$ cat config.mk
export PLATFORM = sky130hd
export DESIGN_NAME = gfi_ctrl
export DESIGN_NICKNAME = d
export VERILOG_FILES = /design/src/gfi_pkg.sv /design/src/gfi_ctrl.sv
export SDC_FILE = /design/constraint.sdc
export NUM_CORES = 1
export LEC_CHECK = 0
export ABC_AREA = 1
export BUFFER_PORTS_ARGS = -buffer_cell sky130_fd_sc_hd__buf_2
export CAP_MARGIN = 20
export CORE_ASPECT_RATIO = 0.6
export CORE_MARGIN = 2
export CORE_UTILIZATION = 45
export CTS_CLUSTER_DIAMETER = 60
export DETAILED_ROUTE_END_ITERATION = 6
export PLACE_DENSITY = 0.73
export SLEW_MARGIN = 20
export SYNTH_ARGS = -nofsm -noshare
export SYNTH_HDL_FRONTEND = slang
export SYNTH_SLANG_ARGS = --single-unit
export TNS_END_PERCENT = 20
$ cat constraint.sdc
create_clock -name clock -period 6.08 [get_ports clock]
set_input_delay 0.912 -clock clock [delete_from_list [all_inputs] [get_ports clock]]
set_output_delay 0.912 -clock clock [all_outputs]
set_load 0.1 [all_outputs]
$ cat src/gfi_pkg.sv
package gfi_pkg;

   localparam int KEY_W   = 32;
   localparam int VAL_W   = 32;
   localparam int DEV_W   = 31;
   localparam int COUNT_W = 32;
   localparam int CFG_W   = 4;
   localparam int TDATA_W = 128;

   // Sized for the largest grid the block supports (15 steps by 15 columns, the most the registers can set).
   localparam int ADDR_W    = 8;
   localparam int DA_W      = 4;
   localparam int DEN_W     = 6;
   localparam int NUM_W     = VAL_W + 6;
   localparam int DIV_LANES = 3;

   localparam int LANE_MEAN  = 0;
   localparam int LANE_DEV   = 1;
   localparam int LANE_COUNT = 2;

   typedef enum logic {
      CSR_STEPS   = 1'b0,
      CSR_COLUMNS = 1'b1
   } csr_index_type;

   typedef enum logic [1:0] {
      SEL_CUR,
      SEL_PREV,
      SEL_AFT,
      SEL_DIV
   } sel_type;

   typedef struct packed {
      logic [COUNT_W-1:0]      count;
      logic [DEV_W-1:0]        dev;
      logic signed [VAL_W-1:0] mean;
   } cell_type;

   typedef struct packed {
      logic              wr_in;
      logic              load_key;
      logic              rd_en;
      logic              rd_zero;
      logic              cap_cur;
      logic              cap_prev;
      logic              cap_aft;
      logic              prep;
      logic              start;
      logic              emit;
      logic              wr_res;
      logic              last;
      logic [ADDR_W-1:0] addr;
      logic [DA_W-1:0]   da;
      sel_type           sel;
   } dp_cmd_type;

   typedef struct packed {
      logic in_count_nz;
      logic key_zero;
      logic rd_cnt_zero;
      logic div_done;
   } dp_status_type;

endpackage

$ cat src/gfi_ctrl.sv
module gfi_ctrl
   import gfi_pkg::*;
#(
   parameter int MAX_STEPS   = 8,
   parameter int MAX_COLUMNS = 8
)
(
   input  logic          clock,
   input  logic          reset,
   input  logic          csr_we,
   input  csr_index_type csr_addr,
   input  logic [CFG_W-1:0] csr_wdata,
   input  logic          req_tvalid,
   input  logic          req_tlast,
   output logic          req_tready,
   output logic          rsp_tvalid,
   input  logic          rsp_tready,
   input  dp_status_type status,
   output dp_cmd_type    cmd
);

   localparam int STORE_DEPTH = MAX_STEPS * MAX_COLUMNS;
   localparam int CNT_W       = $clog2(STORE_DEPTH + 1);
   localparam int STEP_W      = $clog2(MAX_STEPS + 1);
   localparam int COL_W       = $clog2(MAX_COLUMNS + 1);

   typedef enum logic [3:0] {
      S_COLLECT, S_CHECK, S_RD_CUR, S_GOT_CUR, S_GOT_PREV, S_SEARCH,
      S_GOT_AFT, S_DECIDE, S_PREP, S_START, S_DIVIDE, S_RESULT
   } state_type;

   state_type          state_ff, state_in;
   logic [CFG_W-1:0]   steps_cfg_ff, steps_cfg_in;
   logic [CFG_W-1:0]   cols_cfg_ff, cols_cfg_in;
   logic [CNT_W-1:0]   idx_ff, idx_in;
   logic [CNT_W-1:0]   have_ff, have_in;
   logic [CNT_W-1:0]   c_ff, c_in;
   logic [CNT_W:0]     aaddr_ff, aaddr_in;
   logic [STEP_W-1:0]  i_ff, i_in;
   logic [STEP_W-1:0]  k_ff, k_in;
   logic [COL_W-1:0]   j_ff, j_in;
   logic [DA_W-1:0]    da_ff, da_in;
   logic               any_ff, any_in;
   logic               hasb_ff, hasb_in;
   logic               hasa_ff, hasa_in;
   logic               valid_ff, valid_in;
   sel_type            sel_ff, sel_in;

   logic [STEP_W-1:0]  steps_c;
   logic [COL_W-1:0]   cols_c;
   logic [CNT_W-1:0]   total;
   logic               store_ok;
   logic               out_free;

   // Register values of zero act as one, values above the maximum as the maximum.
   always_comb begin
      if (steps_cfg_ff == '0) begin
         steps_c = STEP_W'(1);
      end else if (int'(steps_cfg_ff) > MAX_STEPS) begin
         steps_c = STEP_W'(MAX_STEPS);
      end else begin
         steps_c = STEP_W'(steps_cfg_ff);
      end
      if (cols_cfg_ff == '0) begin
         cols_c = COL_W'(1);
      end else if (int'(cols_cfg_ff) > MAX_COLUMNS) begin
         cols_c = COL_W'(MAX_COLUMNS);
      end else begin
         cols_c = COL_W'(cols_cfg_ff);
      end
   end

   assign total    = CNT_W'(steps_c * cols_c);
   assign store_ok = idx_ff < total;
   assign out_free = !valid_ff || rsp_tready;

   always_comb begin
      state_in     = state_ff;
      steps_cfg_in = steps_cfg_ff;
      cols_cfg_in  = cols_cfg_ff;
      idx_in       = idx_ff;
      have_in      = have_ff;
      c_in         = c_ff;
      aaddr_in     = aaddr_ff;
      i_in         = i_ff;
      k_in         = k_ff;
      j_in         = j_ff;
      da_in        = da_ff;
      any_in       = any_ff;
      hasb_in      = hasb_ff;
      hasa_in      = hasa_ff;
      sel_in       = sel_ff;
      valid_in     = valid_ff && !rsp_tready;
      cmd          = '0;
      cmd.sel      = sel_ff;
      cmd.da       = da_ff;
      req_tready   = (state_ff == S_COLLECT);

      if (csr_we) begin
         unique case (csr_addr)
            CSR_STEPS:   steps_cfg_in = csr_wdata;
            CSR_COLUMNS: cols_cfg_in  = csr_wdata;
         endcase
      end

      unique case (state_ff)
         S_COLLECT: begin
            if (req_tvalid) begin
               cmd.load_key = (idx_ff == '0);
               any_in = ((idx_ff == '0) ? 1'b0 : any_ff) || (store_ok && status.in_count_nz);
               if (store_ok) begin
                  cmd.wr_in = 1'b1;
                  cmd.addr  = ADDR_W'(idx_ff);
                  idx_in    = idx_ff + 1'b1;
               end
               if (req_tlast) begin
                  have_in  = store_ok ? idx_ff + 1'b1 : idx_ff;
                  idx_in   = '0;
                  state_in = S_CHECK;
               end
            end
         end
         S_CHECK: begin
            c_in = '0;
            i_in = '0;
            j_in = '0;
            if (status.key_zero) begin
               any_in   = 1'b0;
               state_in = S_COLLECT;
            end else begin
               state_in = S_RD_CUR;
            end
         end
         S_RD_CUR: begin
            cmd.rd_en   = 1'b1;
            cmd.addr    = ADDR_W'(c_ff);
            cmd.rd_zero = c_ff >= have_ff;
            state_in    = S_GOT_CUR;
         end
         S_GOT_CUR: begin
            cmd.cap_cur = 1'b1;
            hasb_in     = 1'b0;
            hasa_in     = 1'b0;
            k_in        = i_ff + 1'b1;
            aaddr_in    = (CNT_W+1)'(c_ff) + (CNT_W+1)'(cols_c);
            if (!status.rd_cnt_zero || !any_ff) begin
               sel_in   = SEL_CUR;
               state_in = S_RESULT;
            end else if (i_ff != '0) begin
               cmd.rd_en = 1'b1;
               cmd.addr  = ADDR_W'(c_ff - CNT_W'(cols_c));
               state_in  = S_GOT_PREV;
            end else begin
               state_in = S_SEARCH;
            end
         end
         S_GOT_PREV: begin
            // The cell one step earlier is already filled, so it is the
            // neighbour before whenever the column holds any sample at all.
            cmd.cap_prev = 1'b1;
            hasb_in      = !status.rd_cnt_zero;
            state_in     = S_SEARCH;
         end
         S_SEARCH: begin
            if (k_ff < steps_c) begin
               cmd.rd_en   = 1'b1;
               cmd.addr    = ADDR_W'(aaddr_ff);
               cmd.rd_zero = aaddr_ff >= (CNT_W+1)'(have_ff);
               state_in    = S_GOT_AFT;
            end else begin
               state_in = S_DECIDE;
            end
         end
         S_GOT_AFT: begin
            cmd.cap_aft = 1'b1;
            if (!status.rd_cnt_zero) begin
               hasa_in  = 1'b1;
               da_in    = DA_W'(k_ff - i_ff);
               state_in = S_DECIDE;
            end else begin
               k_in     = k_ff + 1'b1;
               aaddr_in = aaddr_ff + (CNT_W+1)'(cols_c);
               state_in = S_SEARCH;
            end
         end
         S_DECIDE: begin
            if (hasb_ff && hasa_ff) begin
               state_in = S_PREP;
            end else begin
               sel_in   = hasb_ff ? SEL_PREV : (hasa_ff ? SEL_AFT : SEL_CUR);
               state_in = S_RESULT;
            end
         end
         S_PREP: begin
            cmd.prep = 1'b1;
            state_in = S_START;
         end
         S_START: begin
            cmd.start = 1'b1;
            sel_in    = SEL_DIV;
            state_in  = S_DIVIDE;
         end
         S_DIVIDE: begin
            if (status.div_done) begin
               state_in = S_RESULT;
            end
         end
         S_RESULT: begin
            if (out_free) begin
               cmd.emit   = 1'b1;
               cmd.wr_res = 1'b1;
               cmd.addr   = ADDR_W'(c_ff);
               cmd.last   = (c_ff + 1'b1) == total;
               valid_in   = 1'b1;
               if ((c_ff + 1'b1) == total) begin
                  any_in   = 1'b0;
                  state_in = S_COLLECT;
               end else begin
                  c_in     = c_ff + 1'b1;
                  state_in = S_RD_CUR;
                  if ((j_ff + 1'b1) == cols_c) begin
                     j_in = '0;
                     i_in = i_ff + 1'b1;
                  end else begin
                     j_in = j_ff + 1'b1;
                  end
               end
            end
         end
         default: state_in = S_COLLECT;
      endcase
   end

   always_ff @(posedge clock) begin
      if (reset) begin
         state_ff     <= S_COLLECT;
         steps_cfg_ff <= CFG_W'(2);
         cols_cfg_ff  <= CFG_W'(1);
         idx_ff       <= '0;
         have_ff      <= '0;
         c_ff         <= '0;
         aaddr_ff     <= '0;
         i_ff         <= '0;
         k_ff         <= '0;
         j_ff         <= '0;
         da_ff        <= '0;
         any_ff       <= 1'b0;
         hasb_ff      <= 1'b0;
         hasa_ff      <= 1'b0;
         valid_ff     <= 1'b0;
         sel_ff       <= SEL_CUR;
      end else begin
         state_ff     <= state_in;
         steps_cfg_ff <= steps_cfg_in;
         cols_cfg_ff  <= cols_cfg_in;
         idx_ff       <= idx_in;
         have_ff      <= have_in;
         c_ff         <= c_in;
         aaddr_ff     <= aaddr_in;
         i_ff         <= i_in;
         k_ff         <= k_in;
         j_ff         <= j_in;
         da_ff        <= da_in;
         any_ff       <= any_in;
         hasb_ff      <= hasb_in;
         hasa_ff      <= hasa_in;
         valid_ff     <= valid_in;
         sel_ff       <= sel_in;
      end
   end

   assign rsp_tvalid = valid_ff;

endmodule

==> reports/qor.csv <==
stage;metric;value;unit
timing;fin_crit;5.78;ns
finish;final_layout_size_suffix_gt1_share;12.3;%
route;drt_iter0_markers;464;
global_routing;antenna_found_initial;0;
timing;clock_skew;0.00843;ns
cts;cts-resized-gates;0;
route;via_per_inst;5.33;
route;post-route-drc-count;0;
placement;dp_hpwl;11300;um
worst_setup_path;cp-end-kind;output port;
global_routing;grt_pass1_vias;4499;
status;status;complete, no violations;
route;dr.pass1.iters;5;
worst_setup_path;path_common_cell;nand2_1;
die;rows;30;
global_routing;grtUsageTotal;24.2;%
cts;cts_setup_buffers;0;
timing;hold_violations;0;
worst_setup_path;crit_path_max_incr_delay;0.52;ns
die;dieWidth;142;um
cts;cts_buffer_depth;2;
cts;cts-root-buf;clkbuf_16;
worst_hold_path;hp-class;reg -> reg;
finish;fin_nets;884;
cts;cts_sinks;63;
cts;h-tree-depth;3;
global_routing;grt_pass1_wl;23300;um
worst_setup_path;crit_slowest_cell;fa_1;
timing;slew_headroom;61.6;%
run;maxCapViolCount;0;
worst_setup_path;cp.required;5.17;ns
timing;timing.final.crit_share;95.0;%
global_routing;overflow;0;
timing;tightest_slew;0.575;ns
worst_setup_path;crit_arrival;4.86;ns
timing;finalSetupTns;0;ns
placement;gp_congestion;0.960;
logic_synthesis;synth_nets;850;
logic_synthesis;syn-mean-instance-area;6.63;um2
cts;clk_pin_slew;0.06;ns
cts;cts_tree;built;
placement;io_buffer_count;42;
worst_setup_path;path_buf_inv;6;
logic_synthesis;synth_edf_count;0;
logic_synthesis;yosysTopAreaCellShare;24.5;%
logic_synthesis;synth_area_leader_cell;dfxtp_1;
cts;cts_hold_buf;0;
logic_synthesis;synth-async-reset-ratio;0;%
worst_setup_path;cp-start-kind;flip-flop;
logic_synthesis;yosysSeqAreaShare;24.5;%
cts;numCtsBuffers;9;
power;power;1.36;mW
finish;num_antenna_cells;0;
logic_synthesis;syn-instance-count;776;
power;p_per_area;234;nW/um2
timing;fmax;173;MHz
die;boundaryPins;43;
worst_setup_path;crit_chain;inv_2, nand2_2, inv_1, nand2_1, fa_1, inv_1, fa_1, fa_1, inv_1, nor2_1, nor2_1, inv_1, nand2_1, nand2_1, ha_1, nand2_1, nor2_1, a211oi_2, nand2_4, nor2_4, nand2_1, o2111ai_1, buf_6;
worst_setup_path;critical_path_class;reg -> out;
route;via_count;5109;
worst_setup_path;worstPathMaxFanout;8;
cts;clock_latency;0.33;ns
worst_setup_path;path_delay_family;adder cells;
route;ant_nets;0;
logic_synthesis;yosysUniqueCellTypes;43;
logic_synthesis;synth_area;5140;um2
timing;rsz0062_at_grt;true;
finish;syn2layout_area_growth;13.3;%
logic_synthesis;ys_top_cells_by_area;dfxtp_1 (25%), nand2_1 (14%), ha_1 (13%), inv_1 (7.4%), nor2_1 (6.3%);
die;die_h;86.8;um
logic_synthesis;synth_warnings;0;
power;p_leak;2.86;nW
timing;slew_violations;0;
logic_synthesis;synth-seq-cells;63;
logic_synthesis;synth_ff_type;dfxtp_1;
route;drt-wirelength-per-cell;15.2;um
timing;setup_viol;0;
die;coreArea;11200;um2
die;floorplan.initialDensity;45.8;%
route;routed_wirelength;14600;um
die;die_area;12300;um2
global_routing;grt_max_degree;38;
power;irDropWorstVdd;0.000123;V
## flip-flops by register name (all words and copies together), names as in the netlist
name          count
state_ff          4
c_ff              7
i_ff              4
idx_ff            7
hasb_ff           1
da_ff             4
have_ff           7
k_ff              4
j_ff              4
hasa_ff           1
steps_cfg_ff      4
cols_cfg_ff       4
any_ff            1
sel_ff            2
aaddr_ff          8
rsp_tvalid        1
## synthesized netlist by cell type (2+ instances only)
| master | count |
|---|---|
| nand3b_1 | 2 |
| xor2_1 | 13 |
| nand2_2 | 8 |
| inv_1 | 101 |
| o21ai_2 | 7 |
| nand4_1 | 9 |
| inv_2 | 7 |
| nand2_4 | 4 |
| buf_1 | 2 |
| a21oi_1 | 52 |
| o21ai_1 | 5 |
| nand3_1 | 44 |
| nand2_1 | 190 |
| o21a_1 | 7 |
| o2111ai_1 | 6 |
| a31oi_1 | 7 |
| clkbuf_1 | 9 |
| nand3_2 | 3 |
| buf_4 | 6 |
| a211oi_1 | 3 |
| dfxtp_1 | 63 |
| clkinv_1 | 2 |
| nor3_1 | 5 |
| nor2_2 | 6 |
| o21ai_0 | 40 |
| ha_1 | 52 |
| fa_1 | 7 |
| nor2_1 | 86 |
| buf_2 | 3 |
| xnor2_1 | 10 |
| o211ai_1 | 3 |
| or2_2 | 3 |
## path summary, 6_finish.rpt
check,slack (ns),endpoint,cells past startpoint,start
worst min-delay path,0.46,cols_cfg_ff[0],2,cols_cfg_ff[0]
worst min register to register,0.46,cols_cfg_ff[0],2,cols_cfg_ff[0]
worst max-delay path,0.30,cmd[12],23,cols_cfg_ff[3]
worst max register to register,1.52,have_ff[0],23,cols_cfg_ff[3]
## worst min-delay path: cells and delay by family, from the launching register on
family        cells  cell delay (ns)
flops             1             0.32
simple gates      2             0.10
## cells by family (layout without fill, tap and decap cells)
logic type	Yosys count	count (layout)	share of synthesized area (%)
flip-flops	63	63	24.5
adder cells (fa/ha/maj)	59	59	15.4
AO/OA/AOI/OAI	139	139	16.0
AND/OR/NAND/NOR	361	361	30.0
XOR/XNOR	23	23	3.92
buffers and inverters	131	170	10.2
## stage by stage
stage / instances / instance area, um2 / util, % / worst slack [ns] / hold slack, ns
after global routing: 959 / 5820 / 51.9 / -0.0264 / 0.487
final: 959 / 5820 / 51.9 / 0.305 / 0.457
after global placement: 942 / 5430 / 48.4 / 0.655 / 0.446
after floorplan: 776 / 5150 / - / 0.0837 / 0.429
after detailed placement: 942 / 5430 / 48.4 / 0.517 / 0.448
after CTS: 958 / 5760 / 51.4 / 0.154 / 0.462
## report_power, final
group	switching (mW)	internal [mW]
Combinational	0.220	0.109
Sequential	0.0292	0.431
Clock	0.200	0.372
## layer usage
metal / global-route usage [%] / routed length [um] / share of wire, %
met3: 5.52 / 1390 / 9.5
met2: 33.7 / 5630 / 39
met4: 4.00 / 108 / 0.74
met1: 37.8 / 7460 / 51
met5: 0 / 0 / 0
## layout make-up
cell class,count,area (um2)
clock buffer,10,239
fill,1099,5400
timing repair buffer,44,278
clock inverter,6,93.8
inverter,110,413
multi-input combinational,582,3360
sequential,63,1260
tap,144,180
## placed cells by master (no fill, tap or decap), types with 4 or more instances in the layout
cell type,instances
a21oi_1,52
a31oi_1,7
buf_2,35
buf_6,4
clkbuf_16,9
dfxtp_1,63
fa_1,7
ha_1,52
inv_1,101
inv_2,7
nand2_1,190
nand2_2,8
nand2_4,4
nand3_1,44
nand4_1,9
nor2_1,86
nor2_2,5
nor3_1,5
o2111ai_1,6
o21a_1,7
o21ai_0,40
o21ai_1,5
o21ai_2,7
xnor2_1,10
xor2_1,13
Power figures use the tool's default switching activity.
